--- src/hw/rtl/mbrx_pkg.sv ---
// Shared types and constants for the mailbox byte receive FIFO.
`timescale 1ns / 1ps
package mbrx_pkg;

    localparam int WORD_W     = 26;
    localparam int DATA_W     = 24;
    localparam int BYTE_W     = 8;
    localparam int CNT_W      = 2;
    localparam int MARGIN_W   = 7;
    localparam int COUNT_LSB  = 24;

    localparam logic                KIND_MAILBOX = 1'b0;
    localparam logic                KIND_READ    = 1'b1;
    localparam logic [MARGIN_W-1:0] MARGIN_RESET = 7'd3;

    typedef struct packed {
        logic              is_read;
        logic [CNT_W-1:0]  count;
        logic [DATA_W-1:0] data;
    } t_cmd;

    typedef struct packed {
        logic              byte_valid;
        logic [BYTE_W-1:0] byte_value;
        logic              fifo_empty;
        logic              clear_mailbox;
        logic              rx_irq_enable;
        logic              overflow;
    } t_result;

endpackage

--- src/hw/rtl/mbrx_ram.sv ---
// Generic simple dual-port RAM with registered read.
`timescale 1ns / 1ps
module mbrx_ram #(
    parameter int WIDTH = 8,
    parameter int DEPTH = 128
) (
    input  logic                     i_clk,
    input  logic                     i_we,
    input  logic [$clog2(DEPTH)-1:0] i_waddr,
    input  logic [WIDTH-1:0]         i_wdata,
    input  logic [$clog2(DEPTH)-1:0] i_raddr,
    output logic [WIDTH-1:0]         o_rdata
);

    logic [WIDTH-1:0] r_mem [DEPTH];
    logic [WIDTH-1:0] r_rdata;

    always_ff @(posedge i_clk) begin
        if (i_we) begin
            r_mem[i_waddr] <= i_wdata;
        end
        r_rdata <= r_mem[i_raddr];
    end

    assign o_rdata = r_rdata;

endmodule

--- src/hw/rtl/mbrx_front.sv ---
// Command front end: decodes input words and queues them for the back end.
`timescale 1ns / 1ps
module mbrx_front (
    input  logic                   i_clk,
    input  logic                   i_rst_n,
    input  logic                   i_start,
    output logic                   o_busy,
    input  logic                   i_kind,
    input  logic [25:0]            i_mailbox_word,
    output logic                   o_cmd_valid,
    output mbrx_pkg::t_cmd         o_cmd,
    input  logic                   i_pop
);
    import mbrx_pkg::*;

    t_cmd       r_q [2];
    logic       r_wr;
    logic       r_rd;
    logic [1:0] r_count;
    logic       w_push;
    t_cmd       w_cmd;

    assign o_busy      = (r_count == 2'd2);
    assign w_push      = i_start && !o_busy;
    assign o_cmd_valid = (r_count != 2'd0);
    assign o_cmd       = r_q[r_rd];

    always_comb begin
        w_cmd.is_read = (i_kind == KIND_READ);
        w_cmd.count   = i_mailbox_word[COUNT_LSB +: CNT_W];
        w_cmd.data    = i_mailbox_word[DATA_W-1:0];
    end

    always_ff @(posedge i_clk) begin
        if (!i_rst_n) begin
            r_wr    <= 1'b0;
            r_rd    <= 1'b0;
            r_count <= 2'd0;
        end else begin
            if (w_push) begin
                r_q[r_wr] <= w_cmd;
                r_wr      <= ~r_wr;
            end
            if (i_pop) begin
                r_rd <= ~r_rd;
            end
            unique case ({w_push, i_pop})
                2'b10:   r_count <= r_count + 2'd1;
                2'b01:   r_count <= r_count - 2'd1;
                default: r_count <= r_count;
            endcase
        end
    end

endmodule

--- src/hw/rtl/mbrx_back.sv ---
// Back end: executes queued commands against the byte store, builds results.
`timescale 1ns / 1ps
module mbrx_back #(
    parameter int FIFO_DEPTH = 128
) (
    input  logic                            i_clk,
    input  logic                            i_rst_n,
    input  logic                            i_cmd_valid,
    input  mbrx_pkg::t_cmd                  i_cmd,
    output logic                            o_pop,
    input  logic [mbrx_pkg::MARGIN_W-1:0]   i_resume_margin,
    output logic                            o_done,
    output mbrx_pkg::t_result               o_result
);
    import mbrx_pkg::*;

    localparam int AW = $clog2(FIFO_DEPTH);
    localparam int CW = $clog2(FIFO_DEPTH + 1);
    localparam int MW = (CW > MARGIN_W) ? CW : MARGIN_W;
    localparam logic [AW-1:0] LAST_SLOT = AW'(FIFO_DEPTH - 1);
    localparam logic [CW-1:0] DEPTH_C   = CW'(FIFO_DEPTH);

    typedef enum logic [1:0] {S_IDLE, S_PUSH, S_FINISH} t_state;

    t_state            r_state;
    logic              r_is_read;
    logic [CNT_W-1:0]  r_cnt;
    logic [CNT_W-1:0]  r_idx;
    logic [DATA_W-1:0] r_data;
    logic              r_ovf;
    logic              r_got;
    logic [AW-1:0]     r_rd_ptr;
    logic [AW-1:0]     r_wr_ptr;
    logic [CW-1:0]     r_fill;
    logic              r_pending;
    logic              r_irq;
    logic              r_done;
    t_result           r_result;

    logic              w_room;
    logic              w_met;
    logic [MW-1:0]     w_free;
    logic [BYTE_W-1:0] w_wbyte;
    logic [BYTE_W-1:0] w_rdata;

    assign w_room = (r_fill < DEPTH_C);
    assign w_free = MW'(DEPTH_C - r_fill);
    assign w_met  = (w_free > MW'(i_resume_margin));
    assign o_pop  = (r_state == S_IDLE) && i_cmd_valid;

    always_comb begin
        unique case (r_idx)
            2'd0:    w_wbyte = r_data[7:0];
            2'd1:    w_wbyte = r_data[15:8];
            default: w_wbyte = r_data[23:16];
        endcase
    end

    mbrx_ram #(
        .WIDTH (BYTE_W),
        .DEPTH (FIFO_DEPTH)
    ) u_store (
        .i_clk   (i_clk),
        .i_we    ((r_state == S_PUSH) && w_room),
        .i_waddr (r_wr_ptr),
        .i_wdata (w_wbyte),
        .i_raddr (r_rd_ptr),
        .o_rdata (w_rdata)
    );

    always_ff @(posedge i_clk) begin
        if (!i_rst_n) begin
            r_state   <= S_IDLE;
            r_rd_ptr  <= '0;
            r_wr_ptr  <= '0;
            r_fill    <= '0;
            r_pending <= 1'b0;
            r_irq     <= 1'b1;
            r_done    <= 1'b0;
        end else begin
            r_done <= 1'b0;
            unique case (r_state)
                S_IDLE: begin
                    if (i_cmd_valid) begin
                        r_is_read <= i_cmd.is_read;
                        r_cnt     <= i_cmd.count;
                        r_data    <= i_cmd.data;
                        r_idx     <= '0;
                        r_ovf     <= 1'b0;
                        r_got     <= 1'b0;
                        if (i_cmd.is_read) begin
                            if (r_fill != '0) begin
                                r_got    <= 1'b1;
                                r_rd_ptr <= (r_rd_ptr == LAST_SLOT) ? '0 : r_rd_ptr + 1'b1;
                                r_fill   <= r_fill - 1'b1;
                            end
                            r_state <= S_FINISH;
                        end else if (i_cmd.count == '0) begin
                            r_state <= S_FINISH;
                        end else begin
                            r_state <= S_PUSH;
                        end
                    end
                end
                S_PUSH: begin
                    if (w_room) begin
                        r_wr_ptr <= (r_wr_ptr == LAST_SLOT) ? '0 : r_wr_ptr + 1'b1;
                        r_fill   <= r_fill + 1'b1;
                    end else begin
                        r_ovf <= 1'b1;
                    end
                    r_idx <= r_idx + 1'b1;
                    if (r_idx == CNT_W'(r_cnt - 1'b1)) begin
                        r_state <= S_FINISH;
                    end
                end
                S_FINISH: begin
                    r_done                <= 1'b1;
                    r_result.byte_valid   <= r_got;
                    r_result.byte_value   <= r_got ? w_rdata : '0;
                    r_result.fifo_empty   <= (r_fill == '0);
                    r_result.overflow     <= r_ovf;
                    r_result.clear_mailbox <= 1'b0;
                    r_result.rx_irq_enable <= r_irq;
                    if (r_is_read) begin
                        if (r_pending && w_met) begin
                            r_result.clear_mailbox <= 1'b1;
                            r_result.rx_irq_enable <= 1'b1;
                            r_pending <= 1'b0;
                            r_irq     <= 1'b1;
                        end
                    end else if (w_met) begin
                        r_result.clear_mailbox <= 1'b1;
                    end else begin
                        r_result.rx_irq_enable <= 1'b0;
                        r_pending <= 1'b1;
                        r_irq     <= 1'b0;
                    end
                    r_state <= S_IDLE;
                end
                default: r_state <= S_IDLE;
            endcase
        end
    end

    assign o_done   = r_done;
    assign o_result = r_result;

endmodule

--- src/hw/rtl/mailbox_byte_receive_fifo.sv ---
// Top level of the mailbox byte receive FIFO.
`timescale 1ns / 1ps
// Commands enter on start while busy is low and sit in a two-word queue;
// busy rises only when that queue is full. Each command produces exactly one
// result, shown for one cycle with o_done; the receiver cannot stall it. The
// back end handles one command at a time, taking it from the queue when
// idle: a read passes through S_IDLE and S_FINISH, a mailbox word through
// S_IDLE, S_PUSH once per byte (one store write per byte that fits, through
// the single write port) and S_FINISH, and the result appears in the cycle
// after S_FINISH. The byte store is not cleared at reset and needs no
// clearing pass. The resume margin may be written at any time o_cfg_ready is
// high, while no command is outstanding.
module mailbox_byte_receive_fifo #(
    parameter int FIFO_DEPTH = 128
) (
    input  logic        i_clk,
    input  logic        i_rst_n,
    input  logic        start,
    output logic        busy,
    input  logic        i_kind,
    input  logic [25:0] i_mailbox_word,
    output logic        o_done,
    output logic        o_byte_valid,
    output logic [7:0]  o_byte_value,
    output logic        o_fifo_empty,
    output logic        o_clear_mailbox,
    output logic        o_rx_irq_enable,
    output logic        o_overflow,
    input  logic        i_cfg_valid,
    output logic        o_cfg_ready,
    input  logic [6:0]  i_cfg_data
);
    import mbrx_pkg::*;

    logic [MARGIN_W-1:0] r_resume_margin;
    logic                w_cmd_valid;
    t_cmd                w_cmd;
    logic                w_pop;
    t_result             w_result;

    assign o_cfg_ready = 1'b1;

    always_ff @(posedge i_clk) begin
        if (!i_rst_n) begin
            r_resume_margin <= MARGIN_RESET;
        end else if (i_cfg_valid && o_cfg_ready) begin
            r_resume_margin <= i_cfg_data;
        end
    end

    mbrx_front u_front (
        .i_clk          (i_clk),
        .i_rst_n        (i_rst_n),
        .i_start        (start),
        .o_busy         (busy),
        .i_kind         (i_kind),
        .i_mailbox_word (i_mailbox_word),
        .o_cmd_valid    (w_cmd_valid),
        .o_cmd          (w_cmd),
        .i_pop          (w_pop)
    );

    mbrx_back #(
        .FIFO_DEPTH (FIFO_DEPTH)
    ) u_back (
        .i_clk           (i_clk),
        .i_rst_n         (i_rst_n),
        .i_cmd_valid     (w_cmd_valid),
        .i_cmd           (w_cmd),
        .o_pop           (w_pop),
        .i_resume_margin (r_resume_margin),
        .o_done          (o_done),
        .o_result        (w_result)
    );

    assign o_byte_valid    = w_result.byte_valid;
    assign o_byte_value    = w_result.byte_value;
    assign o_fifo_empty    = w_result.fifo_empty;
    assign o_clear_mailbox = w_result.clear_mailbox;
    assign o_rx_irq_enable = w_result.rx_irq_enable;
    assign o_overflow      = w_result.overflow;

    a_done_single: assert property (@(posedge i_clk) disable iff (!i_rst_n)
        o_done |=> !o_done)
        else $error("result strobe held longer than one cycle");

    a_read_no_ovf: assert property (@(posedge i_clk) disable iff (!i_rst_n)
        o_done && o_byte_valid |-> !o_overflow)
        else $error("overflow flagged on a read word");

    a_no_byte_zero: assert property (@(posedge i_clk) disable iff (!i_rst_n)
        o_done && !o_byte_valid |-> (o_byte_value == 8'd0))
        else $error("byte value nonzero without a popped byte");

    a_pop_has_cmd: assert property (@(posedge i_clk) disable iff (!i_rst_n)
        w_pop |-> w_cmd_valid)
        else $error("back end popped an empty command queue");

endmodule
--- config.mk ---
export PLATFORM = sky130hd
export DESIGN_NAME = mailbox_byte_receive_fifo
export DESIGN_NICKNAME = d
export VERILOG_FILES = /design/src/hw/rtl/mbrx_pkg.sv /design/src/hw/rtl/mbrx_ram.sv /design/src/hw/rtl/mbrx_front.sv /design/src/hw/rtl/mbrx_back.sv /design/src/hw/rtl/mailbox_byte_receive_fifo.sv
export SDC_FILE = /design/constraint.sdc
export NUM_CORES = 1
export LEC_CHECK = 0
export CAP_MARGIN = 20
export CORE_ASPECT_RATIO = 1.25
export CORE_MARGIN = 2
export CORE_UTILIZATION = 58
export DETAILED_ROUTE_END_ITERATION = 8
export DONT_BUFFER_PORTS = 1
export GPL_TIMING_DRIVEN = 0
export PLACE_DENSITY = 0.73
export SYNTH_ARGS = -nofsm -noshare
export SYNTH_HDL_FRONTEND = slang
export SYNTH_HIERARCHICAL = 1
export SYNTH_SLANG_ARGS = --single-unit
--- constraint.sdc ---
create_clock -name i_clk -period 6.5 [get_ports i_clk]
set_input_delay 0.975 -clock i_clk [delete_from_list [all_inputs] [get_ports i_clk]]
set_output_delay 0.975 -clock i_clk [all_outputs]
set_load 0.01 [all_outputs]
Word-level counts from Yosys, hierarchy flattened
Memories as Yosys holds them, arrays and structs flattened. A register that Yosys moved wholly into a read port is not among the register bits.
Index checks and enable logic that the tools add are counted.
Widths: inputs -> output; s select.
{ "word_totals": {"input_bits": 38, "ram_bits": 1078, "elab_cells": 115, "memories": 2, "register_bits": 82, "out_inout_bits": 16} }
{ "op_classes": {"bitwise": 2, "n_mux": 37, "magnitude_cmp": 2, "n_reduce_logical": 23, "add_sub_neg": 9, "n_eq_ne": 17} }
{ "memory_table": {"columns": ["memory", "depth", "width", "read_ports", "rd_ports_with_merged_regs", "write_ports", "line", "source"], "rows": [
  ["u_back.u_store.r_mem", 128, 8, 1, 1, 1, "mbrx_ram.sv:15", "logic [WIDTH-1:0] r_mem [DEPTH];"],
  ["u_front.r_q", 2, 27, 1, 1, 1, "mbrx_front.sv:16", "t_cmd r_q [2];"]
]} }
{ "ops": {"columns": ["cell", "count"], "rows": [
  ["$mux 8", 4],
  ["$pmux 8 s2", 2],
  ["$mux 1", 18],
  ["$add 7x1->7 const B", 2],
  ["$eq 7x7->1 const B", 2],
  ["$mux 2", 7],
  ["$mux 7", 2],
  ["$pmux 2 s2", 3],
  ["$reduce_and 3->1", 3],
  ["$add 8x1->8 const B", 1],
  ["$gt 8x7->1", 1],
  ["$logic_not 8->1", 1],
  ["$lt 8x8->1 const B", 1],
  ["$ne 2x1->1 const B", 4],
  ["$ne 2x2->1 const B", 4],
  ["$reduce_and 2->1", 4],
  ["$reduce_and 4->1", 2],
  ["$reduce_bool 8->1", 1],
  ["$sub 8x1->8 const B", 1],
  ["$sub 8x8->8 const A", 1],
  ["$eq 2x1->1 const B", 3],
  ["$eq 2x2->1 const B", 3],
  ["$logic_not 2->1", 3],
  ["$reduce_bool 2->1", 3],
  ["other kinds (8)", 14]
]} }

Depth between registers and ports, before layout
Gate-level depths: netlist (run 1).
{ "logic_depth": {"ltp_word": 6, "depth_mapped": 11, "mapped_depth_nobuf": 11} }

By module
The synthesis (run 1) kept the hierarchy.
{ "modules_own_cells": {"columns": ["mod", "area_per_inst_um2", "cells_per_inst", "seq_area_each_um2", "instances"], "rows": [
  ["mbrx_ram", 39665.5, 1635, 30909.6, 1],
  ["mbrx_back", 3400.8, 307, 1861.8, 1],
  ["mbrx_front", 2178.3, 109, 1721.7, 1],
  ["mailbox_byte_receive_fifo", 271.5, 24, 140.1, 1]
]} }

Worst setup path before layout (run 1)
Ideal clock, no wire load.
{ "synth_path": {"path_kind": "input to register", "start": "input start", "end": "memory u_front/r_q[0][0] in the netlist's numbering, enable pin", "path_buffers": 0, "setup_ps": 451, "t_arrival_ps": 3075, "t_required_ps": 6049, "setup_slack_ps": 2975, "stages": 2, "path_cell_list": "nand2_1 -> nor3b_1"} }
{ "synth_between": {"elab_chain_len": 4} }
{ "synth_rtl": {"columns": ["item", "line", "source"], "rows": [
  ["from (decl)", "mailbox_byte_receive_fifo.sv:18", "input logic start,"],
  ["$logic_and 1x1->1", "mbrx_front.sv:24", "assign w_push = i_start && !o_busy;"],
  ["$mux 1", "mbrx_front.sv:40", "if (w_push) begin"],
  ["$mux 1", "mbrx_front.sv:35", "if (!i_rst_n) begin"],
  ["$mux 1 (not written as such)", "mbrx_front.sv:41", "r_q[r_wr] <= w_cmd;"],
  ["to (decl)", "mbrx_front.sv:16", null]
]} }
No other way between the ends.

Final worst setup path (run 1)
{ "layout_path": {"start": "register u_back.r_fill[7]", "end": "memory u_back.u_store.r_mem[47][1], enable pin"} }
{ "layout_between": {"elab_chain_len": 4} }
{ "layout_rtl": {"columns": ["item", "line", "source"], "rows": [
  ["from (decl)", "mbrx_back.sv:34", "logic [CW-1:0] r_fill;"],
  ["from (signal assigned)", "mbrx_back.sv:95", "r_fill <= r_fill - 1'b1;"],
  ["from (signal assigned)", "mbrx_back.sv:108", "r_fill <= r_fill + 1'b1;"],
  ["$lt 8x8->1", "mbrx_back.sv:46", "assign w_room = (r_fill < DEPTH_C);"],
  ["$logic_and 1x1->1", "mbrx_back.sv:64", ".i_we ((r_state == S_PUSH) && w_room),"],
  ["$mux 1", "mbrx_ram.sv:19", "if (i_we) begin"],
  ["$mux 1 (not written as such)", "mbrx_ram.sv:20", "r_mem[i_waddr] <= i_wdata;"],
  ["to (decl)", "mbrx_ram.sv:15", null]
]} }
No other way between the ends.

==> impl_metrics.py, run 1 <==
metrics = {
    "logic_synthesis": {
        "synth_cell_types": 54,
        "syn_area_um2": 45520,
        "synth_area_leaders": "edfxtp_1 (74%), mux4_2 (17%), dfxtp_1 (2.1%), nor2_1 (1.3%), mux2_2 (0.89%)",
        "avgSynthCellArea_um2": 21.94,
        "synth_edf_count": 1122,
        "syn-num-nets": 2133,
        "yosysTopAreaCellShare_pct": 74.02,
        "ys_ff_latch": 1169,
        "ys_seq_area_share_pct": 76.09,
        "synth_ff_type": "edfxtp_1",
        "synth.largest_area_cell": "edfxtp_1",
        "synthArstFlopShare_pct": 0,
        "yosys_warnings": 6,
        "synthCells": 2075,
    },
    "detailed_routing": {
        "vias_per_cell": 6.525,
        "drtIter0Drc": 2836,
        "drc": 0,
        "via_count": 21812,
        "wirelength_mm": 104.9,
        "wl_per_cell_um": 31.39,
        "dr.pass1.iters": 6,
        "antenna_left": 0,
    },
    "power": {
        "p_switching_uw": 5328,
        "p_int_uw": 14410,
        "swShare_pct": 26.99,
        "leakagePower_uw": 0.01540,
        "p_per_area_nw_per_um2": 388.7,
        "finalPower_uw": 19740,
        "clockPowerShare_pct": 31.3,
        "irDropWorstVdd_mv": 0.3195,
        "power_frac_seq_pct": 48.6,
        "power_frac_comb_pct": 20.2,
    },
    "sta": {
        "hold_viol": 0,
        "worst_pin_slew_ns": 1.198,
        "final.setup.worst_slack_ns": 2.444,
        "rsz0062_at_grt": "false",
        "max_freq_mhz": 246.5,
        "min_period_over_period_pct": 62.40,
        "slew_viol_final": 0,
        "fin_skew_ns": 0.02923,
        "fin_crit_ns": 4.056,
        "slew_headroom_pct": 20.11,
        "setup_tns_ns": 0,
        "setup_violations": 0,
    },
    "cts": {
        "cts_root_buf": "clkbuf_16",
        "clkLatencyLatePin_ns": 0.68,
        "cts_tree": "yes",
        "cts_buffers": 105,
        "clock_path_buffers": 3,
        "cts.clk_slew.worst_paths_ns": 0.06,
        "htree_levels": 3,
        "clkSinkCount": 1169,
        "cts_resized": 0,
        "postCtsHoldBufs": 0,
        "cts_setup_buffers": 0,
    },
    "grt": {
        "grt_use_total_pct": 26.87,
        "gr-total-overflow": 0,
        "grt_pass1_vias": 22271,
        "antenna_found_initial": 1,
        "grt_max_degree": 85,
        "grt_pass1_wl_mm": 153.2,
    },
    "critical_path": {
        "r2r_cells": 6,
        "worstSetupPathType": "reg2reg",
        "reg2reg_from": "u_back/r_fill[7]",
        "crit_path_top_delay_cell": "nor2_1",
        "path_cells": "clkbuf_1, nor3b_2, clkbuf_1, nand4_1, clkbuf_1, nor2_1",
        "crit_end": "u_back/u_store/r_mem[47][1]",
        "critical_path.most_common_cell": "clkbuf_1",
        "critPathMaxFanout": 10,
        "reg2reg_to": "u_back/u_store/r_mem[47][1]",
        "critPathBufInv": 3,
        "setup.worst_path.start": "u_back/r_fill[7]",
        "worstPathRequired_ns": 6.78,
        "path_depth": 6,
        "r2r_setup_slack_ns": 2.44,
        "cpPeakStageDelay_ns": 0.90,
        "end_kind": "flip-flop",
        "cp.arrival_ns": 4.34,
        "worstSetupStartpointType": "flip-flop",
        "critical_path.top_delay_family": "simple AND/OR/NAND/NOR gates",
    },
    "final_layout": {
        "fin_util_pct": 65.44,
        "layout_common_cells": "edfxtp_1 (1122), mux4_2 (336), nor2_1 (154)",
        "area_delta_synth_final_pct": 11.56,
        "final_common_cell": "edfxtp_1",
        "fill_cells": 4919,
        "final_layout_size_suffix_gt1_share_pct": 26.97,
        "nets": 2269,
        "final_cells": 3343,
    },
    "placement": {
        "placedCellCount": 3148,
        "port-buffer-count": 0,
        "hpwl_mm": 69.82,
        "dp_slack_ns": 2.566,
        "gp_congestion": 0.8659,
    },
    "die": {
        "initial_utilization_pct": 58.66,
        "dieArea_um2": 80750,
        "chipHeight_um": 317.2,
        "rows": 114,
        "core_region_area_um2": 77590,
        "die_x_um": 254.6,
        "ios": 54,
    },
    "hold_path": {
        "hold_path_class": "in2reg",
    },
    "outcome": {
        "outcome": "complete, no violations",
    },
    "flow_run": {
        "cap_viol_max_count": 0,
    },
}
==> metrics by stage <==
step / hold slack (ns) / instance area (um^2)
after floorplan: 0.4003 / 45520
after global placement: 0.4067 / 46820
after detailed placement: 0.4344 / 47340
after CTS: 0.3457 / 50770
after global routing: 0.3595 / 50770
final: 0.3806 / 50780
==> cell usage after synthesis, types with 14 or more instances <==
master    instances
nand3_1          16
buf_1            18
mux4_2          336
inv_1            21
edfxtp_1       1122
clkbuf_1         49
nor2b_1          15
nand2_1          42
ha_1             19
xnor2_1          17
buf_2            19
mux2_2           36
nor2_1          155
dfxtp_1          47
o21ai_0          14
==> worst min-delay path by stage <==
stage / slack [ns] / end / from / cells past startpoint
6_report: 0.38 / r_resume_margin[0] / i_rst_n / 1
2_1_floorplan: 0.40 / u_back/o_result[0] / u_back/r_ovf / 0
3_3_place_gp: 0.41 / u_back/o_result[0] / u_back/r_ovf / 0
5_1_grt: 0.36 / r_resume_margin[0] / i_rst_n / 1
3_5_place_dp: 0.43 / u_back/o_result[0] / u_back/r_ovf / 0
4_1_cts: 0.35 / r_resume_margin[0] / i_rst_n / 1
==> final cells by class <==
| cell class | count | area, um^2 | share of cell area, % |
|---|---|---|---|
| Multi-Input combinational cell | 783 | 10400 | 20.48 |
| Clock inverter | 66 | 646.9 | 1.274 |
| Clock buffer | 125 | 2786 | 5.487 |
| Inverter | 22 | 82.58 | 0.1626 |
| Buffer | 101 | 466.7 | 0.9191 |
| Sequential cell | 1169 | 34630 | 68.20 |
| Timing Repair Buffer | 29 | 445.4 | 0.8772 |
| Tap cell | 1044 | 1306 | 2.572 |
| Antenna cell | 4 | 10.01 | 0.01971 |
==> power groups by stage <==
stage / logic [uW] / clock network (uW) / registers [uW]
2_1_floorplan: 2460 / 0 / 9850
3_3_place_gp: 3580 / 0 / 10100
3_5_place_dp: 3970 / 0 / 9740
4_1_cts: 3990 / 6260 / 9580
5_1_grt: 4260 / 6540 / 9600
6_report: 3980 / 6170 / 9580
==> worst reg2reg max path: stages (launching register included) <==
cell and delay, ns:
dfxtp_1 0.30, clkbuf_1 0.21, nor3b_2 0.69, clkbuf_1 0.35, nand4_1 0.54, clkbuf_1 0.66, nor2_1 0.91
==> kinds of logic after synthesis <==
group / count (synthesis) / share of synthesized area, %
muxes: 384 / 17.78
DFF: 1169 / 76.09
and+or+nand+nor: 292 / 2.961
buffers and inverters: 123 / 1.207
other: 1 / 0.008239
AOI/OAI and AO/OA: 64 / 0.9649
xor gates and xnor gates: 22 / 0.4233
adders and majority gates: 20 / 0.5663
==> registers in the layout, indices dropped and copies added, names as in the netlist, named ones only <==
name                    count
r_resume_margin             7
u_back/r_wr_ptr             7
u_back/r_idx                2
u_back/r_cnt                2
u_back/o_result            13
u_back/o_done               1
u_back/u_store/r_mem     1024
u_back/r_fill               8
u_back/r_got                1
u_back/r_is_read            1
u_front/r_count             2
u_back/r_ovf                1
u_back/r_rd_ptr             7
u_back/r_data              24
u_front/r_q                54
u_back/r_state              2
u_back/r_pending            1
u_front/r_rd                1
u_front/r_wr                1
u_back/r_irq                1
u_back/u_store/o_rdata      8
==> routing by layer <==
layer  part of all wire, %  global-route usage [%]
met5                     0                       0
met4                   3.7                   9.955
met3                   8.6                   5.664
met2                    51                   45.21
met1                    36                   35.05
(Power assumes the default switching activity.)
==> run 2: changes to the inputs <==
Settings changed: CORE_UTILIZATION 58 to 57, PLACE_DENSITY 0.73 to 0.74.
Clock period 6.5 ns to 3.7 ns, I/O delays scaled along.
==> run 2 against run 1 <==
Net effect: die area grew 1.7%; clock skew grew 0.0037 ns; flip-flop and latch count is the same; first-iteration DRC count shrank 4.5%; clock power grew 73%; wire length shrank 0.18%; critical path depth is the same; count of clock-buffer cells in the layout grew 3; largest cell class unchanged; non-clock buffer count grew 35; global-route usage shrank 0.92 points; via count grew 0.80%; sequential power grew 76%.
==> impl_metrics.py, run 2 (same netlist as run 1, synthesis figures left out) <==
metrics = {
    "critical_path": {
        "setup.worst_path.start": "u_back/r_rd_ptr[2]",
        "reg2reg_to": "u_back/u_store/o_rdata[1]",
        "r2r_cells": 6,
        "worstPathRequired_ns": 4.24,
        "cp.arrival_ns": 4.21,
        "end_kind": "flip-flop",
        "worstSetupStartpointType": "flip-flop",
        "critPathMaxFanout": 10,
        "r2r_setup_slack_ns": 0.04,
        "reg2reg_from": "u_back/r_rd_ptr[2]",
        "worstSetupPathType": "reg2reg",
        "crit_end": "u_back/u_store/o_rdata[1]",
    },
    "final_layout": {
        "largest_reg_flops": 1024,
        "fill_cells": 5005,
        "reg.largest.list": "u_back/u_store/r_mem x1024, u_front/r_q x54, u_back/r_data x24",
        "final_common_cell": "edfxtp_1",
        "final_cells": 3381,
        "nets": 2301,
        "final_layout_size_suffix_gt1_share_pct": 28.32,
        "area_delta_synth_final_pct": 12.43,
        "layout_common_cells": "edfxtp_1 (1122), mux4_2 (336), nor2_1 (118)",
        "regMostFlops": "u_back/u_store/r_mem",
    },
    "detailed_routing": {
        "drc": 0,
        "antenna_left": 0,
        "via_count": 21987,
        "wl_per_cell_um": 30.98,
        "drtIter0Drc": 2709,
        "vias_per_cell": 6.503,
        "wirelength_mm": 104.7,
        "dr.pass1.iters": 7,
    },
    "sta": {
        "worst_pin_slew_ns": 1.094,
        "max_freq_mhz": 272.9,
        "hold_ws_ns": 0.03564,
        "hold_viol": 0,
        "slew_headroom_pct": 27.05,
        "slew_viol_final": 0,
        "setup_violations": 0,
        "setup_tns_ns": 0,
        "rsz0062_at_grt": "false",
        "min_period_over_period_pct": 99.04,
        "fin_skew_ns": 0.03291,
        "fin_crit_ns": 3.664,
    },
    "grt": {
        "gr-total-overflow": 0,
        "grt_pass1_wl_mm": 152.5,
        "grt_pass1_vias": 22542,
        "grt_max_degree": 89,
        "grt_use_total_pct": 25.95,
        "antenna_found_initial": 1,
    },
    "cts": {
        "htree_levels": 3,
        "clock_path_buffers": 3,
        "cts_buffers": 102,
        "clkLatencyLatePin_ns": 0.69,
        "clkSinkCount": 1169,
        "cts_tree": "yes",
        "cts_root_buf": "clkbuf_16",
        "cts.clk_slew.worst_paths_ns": 0.06,
    },
    "power": {
        "power_frac_comb_pct": 20.4,
        "finalPower_uw": 34570,
        "power_frac_seq_pct": 48.8,
        "swShare_pct": 27.13,
        "irDropWorstVdd_mv": 0.4014,
        "p_int_uw": 25190,
        "clockPowerShare_pct": 30.8,
        "p_switching_uw": 9379,
        "p_per_area_nw_per_um2": 675.6,
        "leakagePower_uw": 0.01554,
    },
    "die": {
        "die_x_um": 256.8,
        "core_region_area_um2": 78850,
        "rows": 115,
        "initial_utilization_pct": 57.72,
        "ios": 54,
        "chipHeight_um": 319.9,
        "dieArea_um2": 82140,
    },
    "placement": {
        "gp_congestion": 0.9013,
        "port-buffer-count": 0,
        "placedCellCount": 3156,
        "hpwl_mm": 68.79,
    },
    "hold_path": {
        "hold_path_class": "in2reg",
    },
    "flow_run": {
        "cap_viol_max_count": 0,
    },
    "outcome": {
        "outcome": "complete, no violations",
    },
}
-- run 2: worst min path at each step --
stage                 start            endpoint  slack [ns]  depth (start not counted)
4_1_cts             i_rst_n  r_resume_margin[2]       0.001                          1
2_1_floorplan  u_back/r_ovf  u_back/o_result[0]        0.40                          0
6_report            i_rst_n  r_resume_margin[3]        0.04                          1
3_5_place_dp   u_back/r_ovf  u_back/o_result[0]        0.41                          0
3_3_place_gp   u_back/r_ovf  u_back/o_result[0]        0.41                          0
5_1_grt             i_rst_n  r_resume_margin[3]        0.01                          1
-- run 2: area by class of cell --
class,instances,area (um^2),area share [%]
Clock buffer,128,2701,5.279
Antenna cell,1,2.502,0.004890
Multi-Input combinational cell,783,10500,20.52
Sequential cell,1169,34630,67.68
Clock inverter,60,646.9,1.264
Inverter,22,82.58,0.1614
Buffer,101,484.2,0.9463
Tap cell,1053,1318,2.575
Timing Repair Buffer,64,800.8,1.565
-- run 2: stage by stage --
step	cell area, um^2	utilization, %	setup slack (ns)
global route	51170	64.89	0.01585
CTS	51070	64.77	-0.03056
detailed placement	47340	60.04	-0.4330
global placement	46830	59.40	-1.774
floorplan	45520	-	0.4774
finish	51170	64.90	0.03562
-- run 2: power groups by stage --
| stage | Clock [uW] | Sequential (uW) | Combinational [uW] |
|---|---|---|---|
| 2_1_floorplan | 0 | 17300 | 4320 |
| 3_3_place_gp | 0 | 17700 | 6220 |
| 3_5_place_dp | 0 | 17100 | 6960 |
| 4_1_cts | 10800 | 16800 | 7040 |
| 5_1_grt | 11300 | 16900 | 7520 |
| 6_report | 10700 | 16900 | 7050 |
-- run 2: critical path: stages (launching register included) --
cell and delay (ns):
dfxtp_1 0.50, clkbuf_2 0.47, buf_1 0.67, mux4_2 0.43
mux4_2 0.57, mux4_2 0.55, mux2_2 0.33
-- run 2: timing repair --
item                                    in CTS  in global routing
resized for setup                           33                 18
hold buffers                                30                  0
hold endpoints to repair                    64                  0
endpoints found under the setup margin     399                246
pin swaps                                    0                  1
setup buffers                                0                  3
-- run 2: per-layer routing --
| layer | GRT usage [%] | up-vias | wire, um |
|---|---|---|---|
| met3 | 5.136 | 215 | 9318 |
| met5 | 0 | - | 0 |
| met4 | 11.33 | 0 | 4663 |
| met1 | 33.54 | 11676 | 37570 |
| met2 | 43.33 | 1134 | 53190 |
| li1 | - | 8962 | - |
